==> config.mk <==
export PLATFORM = sky130hd
export DESIGN_NAME = speaker_protection_audio_chain_top
export DESIGN_NICKNAME = d
export VERILOG_FILES = /design/src/design/spac_pkg.sv /design/src/design/spac_datapath.sv /design/src/design/spac_controller.sv /design/src/design/speaker_protection_audio_chain_top.sv
export SDC_FILE = /design/constraint.sdc
export NUM_CORES = 2
export LEC_CHECK = 0
export BUFFER_PORTS_ARGS = -buffer_cell sky130_fd_sc_hd__buf_2
export CAP_MARGIN = 10
export CORE_ASPECT_RATIO = 0.5
export CORE_MARGIN = 2
export CORE_UTILIZATION = 40
export CTS_BUF_LIST = sky130_fd_sc_hd__clkbuf_2
export CTS_CLUSTER_DIAMETER = 60
export DETAILED_ROUTE_END_ITERATION = 10
export SYNTH_ARGS = -nofsm -noshare
export SYNTH_HDL_FRONTEND = slang
export SYNTH_HIERARCHICAL = 1
export SYNTH_SLANG_ARGS = --single-unit
export TNS_END_PERCENT = 5
==> constraint.sdc <==
create_clock -name clk -period 16.6 [get_ports clk]
set_input_delay 1.66 -clock clk [delete_from_list [all_inputs] [get_ports clk]]
set_output_delay 1.66 -clock clk [all_outputs]
set_load 0.1 [all_outputs]
==> src/design/spac_pkg.sv <==
// Package with shared types, constants and helpers of the speaker protection audio chain.
`timescale 1ns / 1ps
`default_nettype none

package spac_pkg;

    localparam int CFG_IDX_W  = 3;
    localparam int CFG_DATA_W = 15;

    localparam logic [CFG_IDX_W-1:0] CFG_ROUTE_BLUETOOTH = 3'd0;
    localparam logic [CFG_IDX_W-1:0] CFG_HIGHPASS_POLE   = 3'd1;
    localparam logic [CFG_IDX_W-1:0] CFG_LOWPASS_COEFF   = 3'd2;
    localparam logic [CFG_IDX_W-1:0] CFG_VOLUME_GAIN     = 3'd3;
    localparam logic [CFG_IDX_W-1:0] CFG_LOUDNESS_BOOST  = 3'd4;

    localparam logic [14:0] RST_HIGHPASS_POLE  = 15'd28816;
    localparam logic [14:0] RST_LOWPASS_COEFF  = 15'd3530;
    localparam logic [14:0] RST_VOLUME_GAIN    = 15'd13045;
    localparam logic [14:0] RST_LOUDNESS_BOOST = 15'd7545;

    localparam logic signed [17:0] SMOOTH_ALPHA = 18'sd148;
    localparam logic signed [17:0] LIM_SLOPE    = 18'sd18619;
    localparam logic signed [17:0] LIM_ATTACK   = 18'sd1453;
    localparam logic signed [17:0] LIM_RELEASE  = 18'sd32753;
    localparam logic signed [32:0] LIM_THRESH_S = 33'sd27000;
    localparam logic [16:0]        LIM_THRESH   = 17'd27000;
    localparam logic [16:0]        LIM_FLOOR    = 17'd24576;
    localparam logic [16:0]        UNITY_Q15    = 17'd32768;

    localparam logic signed [36:0] INT32_MAX_W = 37'sd2147483647;
    localparam logic signed [36:0] INT32_MIN_W = -37'sd2147483648;

    typedef enum logic [3:0] {
        OP_NONE,
        OP_HP,
        OP_BOOST,
        OP_LP,
        OP_GAIN,
        OP_SHELF,
        OP_VOL,
        OP_ENV,
        OP_SLOPE,
        OP_LGAIN,
        OP_LIM,
        OP_BT
    } op_t;

    typedef struct packed {
        logic accept;
        op_t  launch;
        op_t  consume;
    } cmd_t;

    typedef struct packed {
        logic route_bluetooth;
    } status_t;

    function automatic logic signed [15:0] sat16(input logic signed [36:0] v);
        logic signed [15:0] r;
        if (v > 37'sd32767)
        begin
            r = 16'sh7FFF;
        end
        else if (v < -37'sd32768)
        begin
            r = 16'sh8000;
        end
        else
        begin
            r = v[15:0];
        end
        return r;
    endfunction

endpackage

`default_nettype wire

==> src/design/spac_datapath.sv <==
// Datapath of the audio chain: configuration, filter history, shared multiplier and output.
`timescale 1ns / 1ps
`default_nettype none

module spac_datapath (
    input  wire logic                              clk,
    input  wire logic                              rst_n,
    input  wire spac_pkg::cmd_t                    cmd,
    output spac_pkg::status_t                      status,
    input  wire logic signed [15:0]                sample_in,
    input  wire logic                              channel,
    input  wire logic                              restart,
    output logic signed [15:0]                     sample_out,
    input  wire logic                              cfg_write_en,
    input  wire logic [spac_pkg::CFG_IDX_W-1:0]    cfg_index,
    input  wire logic [spac_pkg::CFG_DATA_W-1:0]   cfg_data
);

    logic              route_reg;
    logic [14:0]       pole_reg;
    logic [14:0]       lpc_reg;
    logic [14:0]       vol_reg;
    logic [14:0]       boost_reg;

    logic signed [15:0] hpi_reg [2];
    logic signed [31:0] hpo_reg [2];
    logic signed [15:0] shelf_reg [2];
    logic signed [15:0] bs_reg;
    logic signed [15:0] gs_reg;
    logic [16:0]        env_reg;
    logic [16:0]        lg_reg;

    logic signed [15:0] x_reg;
    logic               ch_reg;
    logic signed [15:0] y_reg;
    logic [16:0]        tg_reg;
    logic signed [50:0] prod_reg;
    logic signed [15:0] out_reg;

    logic signed [32:0] mul_a;
    logic signed [17:0] mul_b;
    logic signed [50:0] mul_p;
    logic signed [35:0] pq;

    logic signed [16:0] bs_diff;
    logic signed [16:0] gs_diff;
    logic signed [16:0] lp_diff;
    logic signed [17:0] tl_diff;
    logic signed [36:0] hp_sum;
    logic signed [31:0] hp_sat;
    logic signed [17:0] shelf_sum;
    logic signed [16:0] y_ext;
    logic [16:0]        abs_y;
    logic [16:0]        tg_raw;
    logic [16:0]        tg_calc;

    assign status.route_bluetooth = route_reg;
    assign sample_out = out_reg;

    assign bs_diff = signed'({2'b00, boost_reg}) - 17'(bs_reg);
    assign gs_diff = signed'({2'b00, vol_reg}) - 17'(gs_reg);
    assign lp_diff = 17'(y_reg) - 17'(shelf_reg[ch_reg]);
    assign tl_diff = signed'({1'b0, tg_reg}) - signed'({1'b0, lg_reg});

    always_comb
    begin
        mul_a = '0;
        mul_b = '0;
        case (cmd.launch)
            spac_pkg::OP_HP:
            begin
                mul_a = 33'(hpo_reg[ch_reg]);
                mul_b = signed'({3'b000, pole_reg});
            end
            spac_pkg::OP_BOOST:
            begin
                mul_a = 33'(bs_diff);
                mul_b = spac_pkg::SMOOTH_ALPHA;
            end
            spac_pkg::OP_LP:
            begin
                mul_a = 33'(lp_diff);
                mul_b = signed'({3'b000, lpc_reg});
            end
            spac_pkg::OP_GAIN:
            begin
                mul_a = 33'(gs_diff);
                mul_b = spac_pkg::SMOOTH_ALPHA;
            end
            spac_pkg::OP_SHELF:
            begin
                mul_a = 33'(shelf_reg[ch_reg]);
                mul_b = 18'(bs_reg);
            end
            spac_pkg::OP_VOL:
            begin
                mul_a = 33'(y_reg);
                mul_b = 18'(gs_reg);
            end
            spac_pkg::OP_ENV:
            begin
                mul_a = signed'({16'b0, env_reg});
                mul_b = spac_pkg::LIM_RELEASE;
            end
            spac_pkg::OP_SLOPE:
            begin
                mul_a = signed'({16'b0, env_reg}) - spac_pkg::LIM_THRESH_S;
                mul_b = spac_pkg::LIM_SLOPE;
            end
            spac_pkg::OP_LGAIN:
            begin
                mul_a = 33'(tl_diff);
                mul_b = tl_diff[17] ? spac_pkg::LIM_ATTACK : spac_pkg::LIM_RELEASE;
            end
            spac_pkg::OP_LIM:
            begin
                mul_a = 33'(y_reg);
                mul_b = signed'({1'b0, lg_reg});
            end
            default:
            begin
                mul_a = '0;
                mul_b = '0;
            end
        endcase
    end

    assign mul_p = mul_a * mul_b;
    assign pq = prod_reg[50:15];

    always_comb
    begin
        hp_sum = 37'(x_reg) - 37'(hpi_reg[ch_reg]) + 37'(pq);
        if (hp_sum > spac_pkg::INT32_MAX_W)
        begin
            hp_sat = 32'sh7FFFFFFF;
        end
        else if (hp_sum < spac_pkg::INT32_MIN_W)
        begin
            hp_sat = 32'sh80000000;
        end
        else
        begin
            hp_sat = hp_sum[31:0];
        end
        shelf_sum = 18'(y_reg) + 18'(pq);
        y_ext = 17'(y_reg);
        abs_y = y_ext[16] ? 17'(-y_ext) : y_ext;
        tg_raw = spac_pkg::UNITY_Q15 - 17'(pq);
        if (env_reg > spac_pkg::LIM_THRESH)
        begin
            tg_calc = (tg_raw < spac_pkg::LIM_FLOOR) ? spac_pkg::LIM_FLOOR : tg_raw;
        end
        else
        begin
            tg_calc = spac_pkg::UNITY_Q15;
        end
    end

    // Configuration and filter history.
    always_ff @(posedge clk or negedge rst_n)
    begin
        if (!rst_n)
        begin
            route_reg    <= 1'b0;
            pole_reg     <= spac_pkg::RST_HIGHPASS_POLE;
            lpc_reg      <= spac_pkg::RST_LOWPASS_COEFF;
            vol_reg      <= spac_pkg::RST_VOLUME_GAIN;
            boost_reg    <= spac_pkg::RST_LOUDNESS_BOOST;
            hpi_reg[0]   <= '0;
            hpi_reg[1]   <= '0;
            hpo_reg[0]   <= '0;
            hpo_reg[1]   <= '0;
            shelf_reg[0] <= '0;
            shelf_reg[1] <= '0;
            bs_reg       <= signed'({1'b0, spac_pkg::RST_LOUDNESS_BOOST});
            gs_reg       <= signed'({1'b0, spac_pkg::RST_VOLUME_GAIN});
            env_reg      <= '0;
            lg_reg       <= spac_pkg::UNITY_Q15;
        end
        else
        begin
            if (cfg_write_en)
            begin
                case (cfg_index)
                    spac_pkg::CFG_ROUTE_BLUETOOTH: route_reg <= cfg_data[0];
                    spac_pkg::CFG_HIGHPASS_POLE:   pole_reg  <= cfg_data;
                    spac_pkg::CFG_LOWPASS_COEFF:   lpc_reg   <= cfg_data;
                    spac_pkg::CFG_VOLUME_GAIN:     vol_reg   <= cfg_data;
                    spac_pkg::CFG_LOUDNESS_BOOST:  boost_reg <= cfg_data;
                    default:
                    begin
                    end
                endcase
            end
            if (cmd.accept && restart)
            begin
                hpi_reg[0]   <= '0;
                hpi_reg[1]   <= '0;
                hpo_reg[0]   <= '0;
                hpo_reg[1]   <= '0;
                shelf_reg[0] <= '0;
                shelf_reg[1] <= '0;
                env_reg      <= '0;
                lg_reg       <= spac_pkg::UNITY_Q15;
                gs_reg       <= signed'({1'b0, vol_reg});
            end
            case (cmd.consume)
                spac_pkg::OP_HP:
                begin
                    hpi_reg[ch_reg] <= x_reg;
                    hpo_reg[ch_reg] <= hp_sat;
                end
                spac_pkg::OP_BOOST: bs_reg <= bs_reg + 16'(pq);
                spac_pkg::OP_LP:    shelf_reg[ch_reg] <= shelf_reg[ch_reg] + 16'(pq);
                spac_pkg::OP_GAIN:  gs_reg <= gs_reg + 16'(pq);
                spac_pkg::OP_ENV:   env_reg <= (abs_y > env_reg) ? abs_y : 17'(pq);
                spac_pkg::OP_LGAIN: lg_reg <= lg_reg + 17'(pq);
                default:
                begin
                end
            endcase
        end
    end

    // Working values of the beat in flight.
    always_ff @(posedge clk)
    begin
        if (cmd.accept)
        begin
            x_reg  <= sample_in;
            ch_reg <= channel;
            y_reg  <= sample_in;
        end
        if (cmd.launch != spac_pkg::OP_NONE)
        begin
            prod_reg <= mul_p;
        end
        case (cmd.consume)
            spac_pkg::OP_HP:    y_reg   <= spac_pkg::sat16(37'(hp_sat));
            spac_pkg::OP_SHELF: y_reg   <= spac_pkg::sat16(37'(shelf_sum));
            spac_pkg::OP_VOL:   y_reg   <= 16'(pq);
            spac_pkg::OP_SLOPE: tg_reg  <= tg_calc;
            spac_pkg::OP_LIM:   out_reg <= spac_pkg::sat16(37'(pq));
            spac_pkg::OP_BT:    out_reg <= 16'(pq);
            default:
            begin
            end
        endcase
    end

endmodule

`default_nettype wire

==> src/design/spac_controller.sv <==
// Sequencing state machine of the audio chain and output valid tracking.
`timescale 1ns / 1ps
`default_nettype none

module spac_controller (
    input  wire logic              clk,
    input  wire logic              rst_n,
    input  wire logic              in_valid,
    output logic                   in_stall,
    output logic                   out_valid,
    input  wire logic              out_stall,
    input  wire spac_pkg::status_t status,
    output spac_pkg::cmd_t         cmd
);

    typedef enum logic [19:0] {
        ST_IDLE  = 20'h00001,
        ST_HP_L  = 20'h00002,
        ST_HP_C  = 20'h00004,
        ST_BS_C  = 20'h00008,
        ST_LP_C  = 20'h00010,
        ST_GS_C  = 20'h00020,
        ST_SH_C  = 20'h00040,
        ST_VOL_L = 20'h00080,
        ST_VOL_C = 20'h00100,
        ST_ENV_C = 20'h00200,
        ST_SL_L  = 20'h00400,
        ST_SL_C  = 20'h00800,
        ST_LG_L  = 20'h01000,
        ST_LG_C  = 20'h02000,
        ST_LIM_L = 20'h04000,
        ST_LIM_C = 20'h08000,
        ST_BT_L  = 20'h10000,
        ST_BT_C  = 20'h20000,
        ST_BT_VL = 20'h40000,
        ST_BT_VC = 20'h80000
    } state_t;

    state_t state_reg;
    state_t state_next;
    logic   out_valid_reg;
    logic   out_valid_next;
    logic   blocked;
    logic   finish;

    assign in_stall  = (state_reg != ST_IDLE);
    assign out_valid = out_valid_reg;
    assign blocked   = out_valid_reg && out_stall;

    always_comb
    begin
        state_next  = state_reg;
        cmd.accept  = 1'b0;
        cmd.launch  = spac_pkg::OP_NONE;
        cmd.consume = spac_pkg::OP_NONE;
        finish      = 1'b0;
        case (state_reg)
            ST_IDLE:
            begin
                if (in_valid)
                begin
                    cmd.accept = 1'b1;
                    state_next = status.route_bluetooth ? ST_BT_L : ST_HP_L;
                end
            end
            ST_HP_L:
            begin
                cmd.launch = spac_pkg::OP_HP;
                state_next = ST_HP_C;
            end
            ST_HP_C:
            begin
                cmd.consume = spac_pkg::OP_HP;
                cmd.launch  = spac_pkg::OP_BOOST;
                state_next  = ST_BS_C;
            end
            ST_BS_C:
            begin
                cmd.consume = spac_pkg::OP_BOOST;
                cmd.launch  = spac_pkg::OP_LP;
                state_next  = ST_LP_C;
            end
            ST_LP_C:
            begin
                cmd.consume = spac_pkg::OP_LP;
                cmd.launch  = spac_pkg::OP_GAIN;
                state_next  = ST_GS_C;
            end
            ST_GS_C:
            begin
                cmd.consume = spac_pkg::OP_GAIN;
                cmd.launch  = spac_pkg::OP_SHELF;
                state_next  = ST_SH_C;
            end
            ST_SH_C:
            begin
                cmd.consume = spac_pkg::OP_SHELF;
                state_next  = ST_VOL_L;
            end
            ST_VOL_L:
            begin
                cmd.launch = spac_pkg::OP_VOL;
                state_next = ST_VOL_C;
            end
            ST_VOL_C:
            begin
                cmd.consume = spac_pkg::OP_VOL;
                cmd.launch  = spac_pkg::OP_ENV;
                state_next  = ST_ENV_C;
            end
            ST_ENV_C:
            begin
                cmd.consume = spac_pkg::OP_ENV;
                state_next  = ST_SL_L;
            end
            ST_SL_L:
            begin
                cmd.launch = spac_pkg::OP_SLOPE;
                state_next = ST_SL_C;
            end
            ST_SL_C:
            begin
                cmd.consume = spac_pkg::OP_SLOPE;
                state_next  = ST_LG_L;
            end
            ST_LG_L:
            begin
                cmd.launch = spac_pkg::OP_LGAIN;
                state_next = ST_LG_C;
            end
            ST_LG_C:
            begin
                cmd.consume = spac_pkg::OP_LGAIN;
                state_next  = ST_LIM_L;
            end
            ST_LIM_L:
            begin
                cmd.launch = spac_pkg::OP_LIM;
                state_next = ST_LIM_C;
            end
            ST_LIM_C:
            begin
                if (!blocked)
                begin
                    cmd.consume = spac_pkg::OP_LIM;
                    finish      = 1'b1;
                    state_next  = ST_IDLE;
                end
            end
            ST_BT_L:
            begin
                cmd.launch = spac_pkg::OP_GAIN;
                state_next = ST_BT_C;
            end
            ST_BT_C:
            begin
                cmd.consume = spac_pkg::OP_GAIN;
                state_next  = ST_BT_VL;
            end
            ST_BT_VL:
            begin
                cmd.launch = spac_pkg::OP_VOL;
                state_next = ST_BT_VC;
            end
            ST_BT_VC:
            begin
                if (!blocked)
                begin
                    cmd.consume = spac_pkg::OP_BT;
                    finish      = 1'b1;
                    state_next  = ST_IDLE;
                end
            end
            default:
            begin
                state_next = ST_IDLE;
            end
        endcase
    end

    always_comb
    begin
        out_valid_next = out_valid_reg && out_stall;
        if (finish)
        begin
            out_valid_next = 1'b1;
        end
    end

    always_ff @(posedge clk or negedge rst_n)
    begin
        if (!rst_n)
        begin
            state_reg     <= ST_IDLE;
            out_valid_reg <= 1'b0;
        end
        else
        begin
            state_reg     <= state_next;
            out_valid_reg <= out_valid_next;
        end
    end

endmodule

`default_nettype wire

==> src/design/speaker_protection_audio_chain_top.sv <==
// Top level of the speaker protection audio chain.
// One beat carries one signed 16-bit sample with its channel and restart flag and yields one
// processed sample. In the speaker route a beat passes from the acceptance cycle through fifteen
// controller steps that run ten dependent products through one shared, registered 33 x 18
// multiplier. The Bluetooth route runs a shorter sequence of two products. A new beat
// is accepted once the controller is back in idle, while the previous result may still wait in
// the output register; processing then holds in its last step until that result is taken.
// Configuration writes are taken at any time but are meant for idle periods only.
`timescale 1ns / 1ps
`default_nettype none

module speaker_protection_audio_chain_top (
    input  wire logic                              clk,
    input  wire logic                              rst_n,
    input  wire logic                              in_valid,
    output logic                                   in_stall,
    input  wire logic signed [15:0]                sample_in,
    input  wire logic                              channel,
    input  wire logic                              restart,
    output logic                                   out_valid,
    input  wire logic                              out_stall,
    output logic signed [15:0]                     sample_out,
    input  wire logic                              cfg_write_en,
    input  wire logic [spac_pkg::CFG_IDX_W-1:0]    cfg_index,
    input  wire logic [spac_pkg::CFG_DATA_W-1:0]   cfg_data
);

    spac_pkg::cmd_t    cmd;
    spac_pkg::status_t status;

    spac_controller u_ctrl (
        .clk       (clk),
        .rst_n     (rst_n),
        .in_valid  (in_valid),
        .in_stall  (in_stall),
        .out_valid (out_valid),
        .out_stall (out_stall),
        .status    (status),
        .cmd       (cmd)
    );

    spac_datapath u_dp (
        .clk          (clk),
        .rst_n        (rst_n),
        .cmd          (cmd),
        .status       (status),
        .sample_in    (sample_in),
        .channel      (channel),
        .restart      (restart),
        .sample_out   (sample_out),
        .cfg_write_en (cfg_write_en),
        .cfg_index    (cfg_index),
        .cfg_data     (cfg_data)
    );

endmodule

`default_nettype wire

==> results.json <==
{
  "ys_top_cells_by_area": "fa_1 25%, dfrtp_1 12%, ha_1 8.2%",
  "setup_viol": 0,
  "clk_path_buf_depth": 3,
  "io_pins": 59,
  "crit_start": "u_ctrl/state_reg[0]",
  "rsz0062_at_grt": "no",
  "htreeDepth": 3,
  "power_mw": 6.45,
  "yosysWarnings": 6,
  "yosysTopAreaCellShare_pct": 25.1,
  "syn_inst": 5457,
  "ir_drop_mv": 0.244,
  "die-area_um2": 123000,
  "largest_register_ffs": 64,
  "ys_top_cells_by_count": "918 x inv_1, 602 x fa_1, 558 x nand2_1",
  "synth-simple-area-share_pct": 16.4,
  "worst_slew_pin_slew_ns": 1.55,
  "ff2ff_path_depth": 35,
  "reg2reg_from": "u_ctrl/state_reg[0]",
  "ys.flop_type": "dfrtp_1",
  "routabilityCongestion": 0.985,
  "endpoint": "u_dp/prod_reg[49]",
  "skew_ns": 0.129,
  "root_buffer": "clkbuf_2",
  "fmax_mhz": 79.7,
  "critPathSlowestCell": "a221oi_1",
  "critPathKind": "flip-flop to flip-flop",
  "finalHoldViolCount": 0,
  "netlist_area_um2": 48000,
  "cts_sinks": 378,
  "hp-class": "input port to asynchronous set/reset pin",
  "fill_cells": 11700,
  "grt_overflow": 0,
  "post-route-util_pct": 43.3,
  "fp.coreArea_um2": 118000,
  "critPathBufInv": 4,
  "p_leak_nw": 24.4,
  "synth-edff-count": 102,
  "area_growth_pct": 6.95,
  "cpLargestDelayFamily": "simple AND/OR/NAND/NOR gates",
  "period_minus_slack_ns": 12.55,
  "drt_iter0_markers": 4047,
  "rrSetupSlack_ns": 4.05,
  "timing.rr.end": "u_dp/prod_reg[49]",
  "syn_nets": 6416,
  "dpl.hpwl_um": 123000,
  "crit_top_cell": "fa_1",
  "wl_per_cell_um": 22.2,
  "max_stage_delay_ns": 1.17,
  "grt_max_degree": 105,
  "post_cts_resized": 0,
  "clkLatencyLatePin_ns": 1.28,
  "synth_compound_area_share_pct": 13.1,
  "cts_setup_buffers": 0,
  "ant_nets": 0,
  "io_buffers": 58,
  "grt_pass1_vias": 40500,
  "status": "finished, violations left",
  "hold_buffers": 0,
  "rows": 89,
  "die_w_um": 494,
  "layout.nets": 6444,
  "yosysSeqAreaShare_pct": 20.9,
  "synthArstFlopShare_pct": 73.0,
  "synth_top_family_by_area": "adder cells",
  "maxCapViolations": 0,
  "synth-adder-area-share_pct": 33.4,
  "clkTransAtPathRegs_ns": 0.10,
  "cts_made_buffers": 105,
  "die_h_um": 249,
  "cts_tree": "yes",
  "drcViolationCount": 0,
  "fin_setup_tns_ns": 0,
  "end_kind": "flip-flop",
  "drive_above_1_share_pct": 9.99,
  "synth_top_cell_by_area": "fa_1",
  "cp.depth": 35,
  "crit_required_ns": 17.56,
  "fin_crit_sh_pct": 75.6,
  "grt.total_usage_pct": 25.9,
  "drtPass1Iterations": 6,
  "synth.area.mux_share_pct": 3.51,
  "cp.arrival_ns": 13.51,
  "cp_max_fo": 18,
  "setup.worst_path.start_class": "flip-flop",
  "finalWirelength_um": 159000,
  "finalMaxSlewViolations": 5,
  "ys_types": 104,
  "slew_headroom_pct": -3.30,
  "grt_pass1_wl_um": 245000,
  "failed_checks": "slew limit",
  "start_util_pct": 40.5,
  "via_per_inst": 5.61,
  "antenna_found_initial": 3,
  "pwr_density_cell_nw_per_um2": 126,
  "synth_xor_area_share_pct": 3.52,
  "yosys_register_bits": 378,
  "synth_most_common_cell": "inv_1",
  "num_vias": 40300,
  "avgSynthCellArea_um2": 8.79
}
==> where the power goes <==
| group | switching [mW] | internal [mW] | total, mW |
|---|---|---|---|
| registers | 0.194 | 1.22 | 1.42 |
| logic | 2.83 | 1.48 | 4.31 |
| clock network | 0.446 | 0.271 | 0.718 |
==> layout by cell type (no fill, tap or decap), types with 24 or more instances in the layout <==
| master | instances |
|---|---|
| a21o_1 | 85 |
| nor2b_1 | 43 |
| fa_1 | 602 |
| ha_1 | 316 |
| a21oi_1 | 215 |
| mux2_2 | 83 |
| nand4_1 | 39 |
| nor2_1 | 380 |
| a31oi_1 | 35 |
| nand3_1 | 206 |
| or3_1 | 53 |
| dfstp_2 | 50 |
| dfrtp_1 | 226 |
| a21boi_0 | 26 |
| and3_1 | 26 |
| xnor2_1 | 131 |
| nor3_1 | 71 |
| o21a_1 | 34 |
| xor2_1 | 62 |
| nand2_1 | 556 |
| and2_1 | 91 |
| buf_2 | 57 |
| edfxtp_1 | 102 |
| clkbuf_2 | 165 |
| nor4_1 | 28 |
| nand2b_1 | 47 |
| mux2i_1 | 75 |
| o21ai_0 | 336 |
| inv_1 | 918 |
| buf_4 | 108 |
| a22oi_1 | 45 |
| o22ai_1 | 24 |
==> how the worst min path moves through the flow <==
| stage | to | startpoint | cells after the start |
|---|---|---|---|
| floorplan | u_ctrl/state_reg[1] | u_dp/status | 1 |
| global placement | u_dp/bs_reg[0] | u_dp/bs_reg[0] | 2 |
| detailed placement | u_dp/bs_reg[0] | u_dp/bs_reg[0] | 2 |
| CTS | u_dp/hpo_reg[36] | rst_n | 1 |
| global route | u_dp/hpi_reg[11] | rst_n | 1 |
| finish | u_dp/hpi_reg[31] | rst_n | 1 |
==> final cells by class <==
type	count	area [um2]	area share (%)
Clock inverter	33	174	0.339
Multi-Input combinational cell	3912	33700	65.6
Inverter	920	3450	6.73
Timing Repair Buffer	168	1140	2.22
Antenna cell	6	15.0	0.0293
Tap cell	1592	1990	3.88
Sequential cell	378	10000	19.6
Clock buffer	165	826	1.61
==> routing by layer <==
metal  track usage, %  vias up  part of all wire, %
met2             39.0     1693                   43
li1                 -    18100                    -
met1             37.8    20300                   45
met3             5.08      258                  9.0
met5                0        -                    0
met4             7.13        0                  2.8
==> logic make-up (layout without fill, tap and decap cells) <==
logic type                 after synthesis  count (layout)
other                                    1               7
xor gates and xnor gates               193             193
buffers and inverters                 1167            1286
adders and majority gates              918             918
DFF                                    378             378
muxes                                  158             158
and+or+nand+nor                       1642            1642
AOI/OAI and AO/OA                     1000            1000
==> metrics by stage <==
step / hold slack, ns / cell area [um2] / cells / setup WS [ns]
2_1_floorplan: 0.423 / 48000 / 5457 / 6.14
3_3_place_gp: 0.470 / 50200 / 6967 / 4.71
3_5_place_dp: 0.481 / 50200 / 6967 / 4.45
4_1_cts: 0.426 / 51200 / 7165 / 4.40
5_1_grt: 0.457 / 51300 / 7173 / 3.71
6_report: 0.484 / 51300 / 7174 / 4.05
Note: power is estimated with default switching activity, not from simulation.
